File: src/hw/rtl/imd_pkg.sv
`timescale 1ns / 1ps
// ----------------------------------------------------------------------------
// imd_pkg
// Shared types for the integer matrix determinant block.
// ----------------------------------------------------------------------------
package imd_pkg;

	typedef enum logic [3:0] {
		OP_NONE,
		OP_LOAD,      // write element into store
		OP_RD_PIV,    // issue read of column-k entry (row scan)
		OP_TZ,        // compare trailing zeros of read data
		OP_RD_A,      // capture read data in register A (pivot row entry in a swap)
		OP_RD_B,      // read other row entry
		OP_SWAP_A,    // write register A to other row
		OP_SWAP_B,    // write register B to pivot row
		OP_INV,       // inverse step
		OP_DET,       // det *= pivot
		OP_FACT,      // factor = (w[r][k] >> v) * inv
		OP_MUL,       // prod = f * w[k][c]
		OP_SUB,       // write w[r][c] - prod
		OP_NEG,       // det = -det
		OP_CLR        // det = 1
	} imd_op_t;

	typedef struct packed {
		imd_op_t    op;
		logic [3:0] row;
		logic [3:0] col;
		logic [2:0] inv_step;
	} imd_cmd_t;

	typedef struct packed {
		logic       rd_zero;   // last read data is zero
		logic [5:0] best_tz;   // smallest trailing zero count found
		logic [3:0] best_row;
	} imd_sts_t;

endpackage

File: src/hw/rtl/imd_ctrl.sv
`timescale 1ns / 1ps
// ----------------------------------------------------------------------------
// imd_ctrl
// Sequencer: loading, pivot search, row swap and elimination.
// ----------------------------------------------------------------------------
module imd_ctrl (
	input  logic               clk,
	input  logic               arst_n,
	input  logic [4:0]         n,
	input  logic               cfg_hit,
	input  logic               in_valid,
	output logic               in_ready,
	output logic               out_valid,
	input  logic               out_ready,
	input  imd_pkg::imd_sts_t  sts,
	input  logic [31:0]        det,
	output logic [31:0]        determinant,
	output imd_pkg::imd_cmd_t  cmd
);
	typedef enum logic [4:0] {
		S_LOAD, S_INIT, S_PRD, S_PTZ, S_PCHK, S_SWRA, S_SWRB, S_SWWA, S_SWWB,
		S_SWNX, S_DRD, S_DWAIT, S_DET, S_INV, S_RRD, S_RCHK, S_FRD, S_FACT,
		S_CRK, S_CRR, S_CMUL, S_CSUB, S_NEXT, S_OUT
	} state_t;

	state_t      state_q;
	logic [3:0]  k_q, r_q, c_q, lr_q, lc_q;
	logic [2:0]  it_q;
	logic [3:0]  last;
	logic        res_v_q;
	logic [31:0] res_q;

	assign last      = 4'(n - 5'd1);
	assign in_ready  = (state_q == S_LOAD) && !res_v_q;
	assign out_valid = res_v_q;
	assign determinant = res_q;

	always_comb begin
		cmd = '{op: imd_pkg::OP_NONE, row: r_q, col: c_q, inv_step: it_q};
		case (state_q)
			S_LOAD: begin
				cmd.op = in_valid && in_ready ? imd_pkg::OP_LOAD : imd_pkg::OP_NONE;
				cmd.row = lr_q; cmd.col = lc_q;
			end
			S_INIT: cmd.op = imd_pkg::OP_CLR;
			S_PRD:  begin cmd.op = imd_pkg::OP_RD_PIV; cmd.col = k_q; end
			S_PTZ:  begin cmd.op = imd_pkg::OP_TZ; cmd.col = k_q; end
			S_SWRA: begin
				cmd.row = k_q;
				// a row swap flips the sign once
				if (c_q == '0) cmd.op = imd_pkg::OP_NEG;
			end
			S_SWRB: begin cmd.op = imd_pkg::OP_RD_A; cmd.row = sts.best_row; end
			S_SWWA: begin cmd.op = imd_pkg::OP_RD_B; cmd.row = sts.best_row; end
			S_SWWB: begin cmd.op = imd_pkg::OP_SWAP_A; cmd.row = sts.best_row; end
			S_SWNX: begin cmd.op = imd_pkg::OP_SWAP_B; cmd.row = k_q; end
			S_DRD, S_DWAIT: begin cmd.row = k_q; cmd.col = k_q; end
			S_DET:  begin cmd.op = imd_pkg::OP_DET; cmd.row = k_q; cmd.col = k_q; end
			S_INV:  cmd.op = imd_pkg::OP_INV;
			S_RRD, S_RCHK: cmd.col = k_q;
			S_FACT: begin cmd.op = imd_pkg::OP_FACT; cmd.col = k_q; end
			S_CRK:  begin cmd.op = imd_pkg::OP_NONE; cmd.row = k_q; end
			S_CRR:  cmd.op = imd_pkg::OP_MUL;
			S_CMUL: cmd.op = imd_pkg::OP_RD_A;
			S_CSUB: cmd.op = imd_pkg::OP_SUB;
			default: ;
		endcase
	end

	always_ff @(posedge clk or negedge arst_n) begin
		if (!arst_n) begin
			state_q <= S_LOAD;
			k_q <= '0; r_q <= '0; c_q <= '0; lr_q <= '0; lc_q <= '0; it_q <= '0;
			res_v_q <= 1'b0;
			res_q   <= '0;
		end else begin
			if (res_v_q && out_ready) res_v_q <= 1'b0;
			case (state_q)
				S_LOAD: begin
					if (cfg_hit) begin
						lr_q <= '0; lc_q <= '0;
					end else if (in_valid && in_ready) begin
						if (lc_q == last) begin
							lc_q <= '0;
							if (lr_q == last) begin
								lr_q <= '0; k_q <= '0; state_q <= S_INIT;
							end else lr_q <= lr_q + 4'd1;
						end else lc_q <= lc_q + 4'd1;
					end
				end
				S_INIT: begin r_q <= k_q; state_q <= S_PRD; end
				S_PRD:  state_q <= S_PTZ;
				S_PTZ: begin
					if (r_q == last) state_q <= S_PCHK;
					else begin r_q <= r_q + 4'd1; state_q <= S_PRD; end
				end
				S_PCHK: begin
					c_q <= '0;
					if (sts.best_tz > 6'd31) begin
						res_q <= '0; state_q <= S_OUT;
					end else if (sts.best_row != k_q) state_q <= S_SWRA;
					else state_q <= S_DRD;
				end
				S_SWRA: state_q <= S_SWRB;
				S_SWRB: state_q <= S_SWWA;
				S_SWWA: state_q <= S_SWWB;
				S_SWWB: state_q <= S_SWNX;
				S_SWNX: begin
					if (c_q == last) state_q <= S_DRD;
					else begin c_q <= c_q + 4'd1; state_q <= S_SWRA; end
				end
				S_DRD: state_q <= S_DWAIT;
				S_DWAIT: state_q <= S_DET;
				S_DET: begin
					it_q <= '0;
					state_q <= S_INV;
				end
				S_INV: begin
					if (it_q == 3'd7) begin
						state_q <= (k_q == last) ? S_NEXT : S_RRD;
						r_q <= k_q + 4'd1;
					end
					it_q <= it_q + 3'd1;
				end
				S_RRD:  state_q <= S_RCHK;
				S_RCHK: begin
					if (sts.rd_zero) state_q <= (r_q == last) ? S_NEXT : S_RRD;
					else state_q <= S_FACT;
					if (sts.rd_zero) r_q <= r_q + 4'd1;
				end
				S_FACT: begin c_q <= k_q; state_q <= S_CRK; end
				S_CRK:  state_q <= S_CRR;
				S_CRR:  state_q <= S_CMUL;
				S_CMUL: state_q <= S_CSUB;
				S_CSUB: begin
					if (c_q == last) begin
						state_q <= (r_q == last) ? S_NEXT : S_RRD;
						r_q <= r_q + 4'd1;
					end else begin
						c_q <= c_q + 4'd1; state_q <= S_CRK;
					end
				end
				S_NEXT: begin
					if (k_q == last) begin
						res_q <= det; state_q <= S_OUT;
					end else begin
						k_q <= k_q + 4'd1; r_q <= k_q + 4'd1; state_q <= S_PRD;
					end
				end
				S_OUT: if (!res_v_q) begin
					res_v_q <= 1'b1; state_q <= S_LOAD;
				end
				default: state_q <= S_LOAD;
			endcase
		end
	end
endmodule

File: config.mk
export PLATFORM = sky130hd
export DESIGN_NAME = imd_ctrl
export DESIGN_NICKNAME = d
export VERILOG_FILES = /design/src/hw/rtl/imd_pkg.sv /design/src/hw/rtl/imd_ctrl.sv
export SDC_FILE = /design/constraint.sdc
export NUM_CORES = 1
export LEC_CHECK = 0
export BUFFER_PORTS_ARGS = -buffer_cell sky130_fd_sc_hd__buf_2
export CAP_MARGIN = 0
export CORE_MARGIN = 3
export CORE_UTILIZATION = 27
export DETAILED_ROUTE_END_ITERATION = 7
export GPL_ROUTABILITY_DRIVEN = 0
export SLEW_MARGIN = 5
export SYNTH_ARGS = -nofsm -noshare
export SYNTH_HDL_FRONTEND = slang
export SYNTH_SLANG_ARGS = --single-unit
File: constraint.sdc
create_clock -name clk -period 2.7 [get_ports clk]
set_clock_uncertainty 0.1 [all_clocks]
set_input_delay 0.405 -clock clk [delete_from_list [all_inputs] [get_ports clk]]
set_output_delay 0.405 -clock clk [all_outputs]
set_load 0.005 [all_outputs]
==> metrics.md <==
| Metric | Value |
|---|---|
| Gr usage total | 0.152 |
| Routed WL | roughly 12000 um |
| Hold path depth | 2 |
| Layout cells sized above 1 | 0.302 |
| Core ar. | approximately 15000 um^2 |
| Synthesized cell area | between 4000 and 5000 um^2 |
| Fillcell total | about 1500 |
| Hold Fails Final Rpt | 0 |
| Largest net degree at the start of global routing | 33 |
| Data arrival, critical path | around 2.1 ns |
| Netlist cell types | 60 |
| Fin crit period | roughly 2.6 ns |
| Grt total ovfl | 0 |
| DR WL/cell | between 15 and 20 um |
| Syn-to-layout area delta | 30.7% |
| CTS Root Cell | clkbuf_16 |
| Synthesized netlist net count | about 510 |
| Total negative setup slack | 0 ns |
| Clock Latency Late Sink | around 0.33 ns |
| Hold Worst Slack | about 0.15 ns |
| Worst R2R Path Depth | 7 |
| Nets | between 600 and 700 |
| Post-DP HPWL | approximately 9000 um |
| Die width | ~130 um |
| MaxCap Viol Count | 0 |
| Most common cell after layout, fill and taps aside | buf_2 |
| Initial Util | 0.277 |
| Number of global-route vias before repair | around 4000 |
| Port Buf Inserts | 95 |
| Leak Pwr | roughly 2.5 nW |
| Sequential area share after synthesis | 0.378 |
| Least-Margin Pin Slew | 0.602 ns |
| Worst vdd ir | 0.269 mV |
| Worst slack, placed | -0.0860 ns |
| Num CTS Buffers | 9 |
| # H-tree levels | 3 |
| First-pass GRT wire length | between 15000 and 20000 um |
| HP Start | out_ready |
| YS warnings | 0 |
| CTS tree | yes |
| Syn Inst Count | 447 |
| Asr flop ratio synth | 1.00 |
| Initial DRC count | around 230 |
| Unrepaired setup endpoints after global routing | true |
| Most common flop cell mapped by yosys | dfrtp_1 |
| Crit-path max FO | 15 |
| Die area | about 16000 um^2 |
| Clock Path Buffers | 2 |
| Final WS setup | 0.0717 ns |
| Critical R2R Launch | state_q[3]$_DFFE_PN0P_ |
| Yosys reg bits | slightly above 60 |
| Syn_area_per_cell | 9.03 um^2 |
| Fin crit share | 0.973 |
| WHS Endpoint | out_valid$_DFF_PN0_ |
| Status | complete, no violations |
| Max-slew headroom | 0.599 |
| R2R Path End | r_q[2]$_DFFE_PN0P_ |
| Initial antenna violation count | 0 |
| Clock-pin slew on the worst setup and hold paths | ~0.05 ns |
| WP data required | ~2.2 ns |
| Sinks on Clock Net | between 60 and 70 |
| Worst R2R Setup Slack | 0.20 ns |
| Critical path class | reg -> out |
| Worst Hold Class | in -> reg |
| Post-synth EDFFs | 0 |
| Die Height | between 100 and 150 um |
| Fin. max-slew vios | 0 |
| Via count | between 3000 and 4000 |
| Vias per Instance | about 5.3 |
| Antenna viol nets, final | 0 |
| Commonest cells after routing, fill and taps aside | buf_2 (95), dfrtp_1 (58), nand2_1 (44), a22o_1 (36), buf_4 (27) |
| DRC | 0 |
| Kind of end point of the critical path | output port |
| Drt pass-1 iters | 5 |
| FMAX | between 300 and 400 MHz |
| ANT cells | 0 |
| FP Rows | 44 |
| Final setup viols | 0 |
| Pwr/cell area | 469 nW/um^2 |
| CP startpoint kind | flop |
| Io pins | roughly 100 |
cell type report:
type                       instances  area, um^2  area share
timing repair buffer             128         774       0.147
tap                              184         230      0.0436
inverter                          17        63.8      0.0121
sequential                        61        1530       0.290
multi-input combinational        334        2360       0.447
clock inverter                     6        87.6      0.0166
clock buffer                      10         229      0.0434
timing repair:
action                                  in CTS  in global routing
hold buffers                                 1                  0
endpoints found under the setup margin       8                  9
pin swaps                                    0                  1
hold endpoints to repair                    20                  0
gates resized for setup                      9                 12
buffers inserted                             0                  2
metal layers:
metal | up-vias | track usage | share of wire
li1 | 1849 | - | -
met1 | 1848 | 0.198 | 0.44
met2 | 177 | 0.236 | 0.47
met3 | 26 | 0.0408 | 0.073
met4 | 0 | 0.0637 | 0.022
met5 | - | 0 | 0
power breakdown:
part / switching, W / internal (W) / leakage, nW
Clock: 0.000425 / 0.000807 / 0.156
Sequential: 0.0000359 / 0.000934 / 0.818
Combinational: 0.000138 / 0.000136 / 1.53
Total: 0.000598 / 0.00188 / 2.51
sequential cells by signal, summed over array words and instances, names as in the netlist:
signal       cells
c_q              4
determinant     32
it_q             3
k_q              4
lc_q             4
lr_q             4
out_valid        1
r_q              4
state_q          5
cells in the mapped netlist (all sizes together), types with 7 or more instances:
cell type | number | area [um^2]
a21oi | 15 | 75.1
a22o | 36 | 315
a22oi | 8 | 60.1
a31oi | 8 | 50.1
buf | 7 | 37.5
clkbuf | 28 | 106
dfrtp | 61 | 1530
ha | 9 | 113
inv | 17 | 63.8
mux2i | 7 | 70.1
nand2 | 45 | 169
nand2b | 12 | 75.1
nand3 | 13 | 65.1
nor2 | 21 | 78.8
nor2b | 10 | 62.6
nor3 | 13 | 65.1
o21ai | 28 | 140
o22ai | 8 | 50.1
xnor2 | 25 | 226
worst max path at each step:
stage,startpoint,end,slack (ns),cells past startpoint
2_1_floorplan,n[0],r_q[0]$_DFFE_PN0P_,0.04,10
3_3_place_gp,n[0],r_q[2]$_DFFE_PN0P_,-0.03,11
3_5_place_dp,n[0],r_q[2]$_DFFE_PN0P_,-0.09,11
4_1_cts,state_q[1]$_DFFE_PN0P_,cmd[9],0.02,7
5_1_grt,state_q[2]$_DFFE_PN0P_,cmd[5],-0.04,7
6_report,state_q[2]$_DFFE_PN0P_,cmd[6],0.07,7
kinds of logic (layout without fill, tap and decap cells):
family                   count (synthesis)  after routing  synth area share
adder cells (fa/ha/maj)                  9              9            0.0279
flip-flops                              61             61             0.378
AO/OA/AOI/OAI                          141            141             0.255
buffers and inverters                   52            161            0.0514
multiplexers                            10             10            0.0285
AND/OR/NAND/NOR                        141            141             0.178
XOR/XNOR                                33             33            0.0809
stage by stage:
step	utilization	power (W)	area, um^2	instances
2_1_floorplan	-	0.00113	4040	447
3_3_place_gp	0.333	0.00125	4860	721
3_5_place_dp	0.333	0.00126	4860	721
4_1_cts	0.357	0.00251	5200	738
5_1_grt	0.362	0.00258	5280	740
6_report	0.362	0.00248	5280	740
critical path, cell delays in order, from the launching register on:
cell and delay (ns):
dfrtp_2 0.48, buf_12 0.15, nor3_2 0.28, and2_1 0.18, buf_4 0.20, nor3b_1 0.07
a221o_1 0.28, buf_2 0.13
Note: power is estimated with default switching activity, not from simulation.
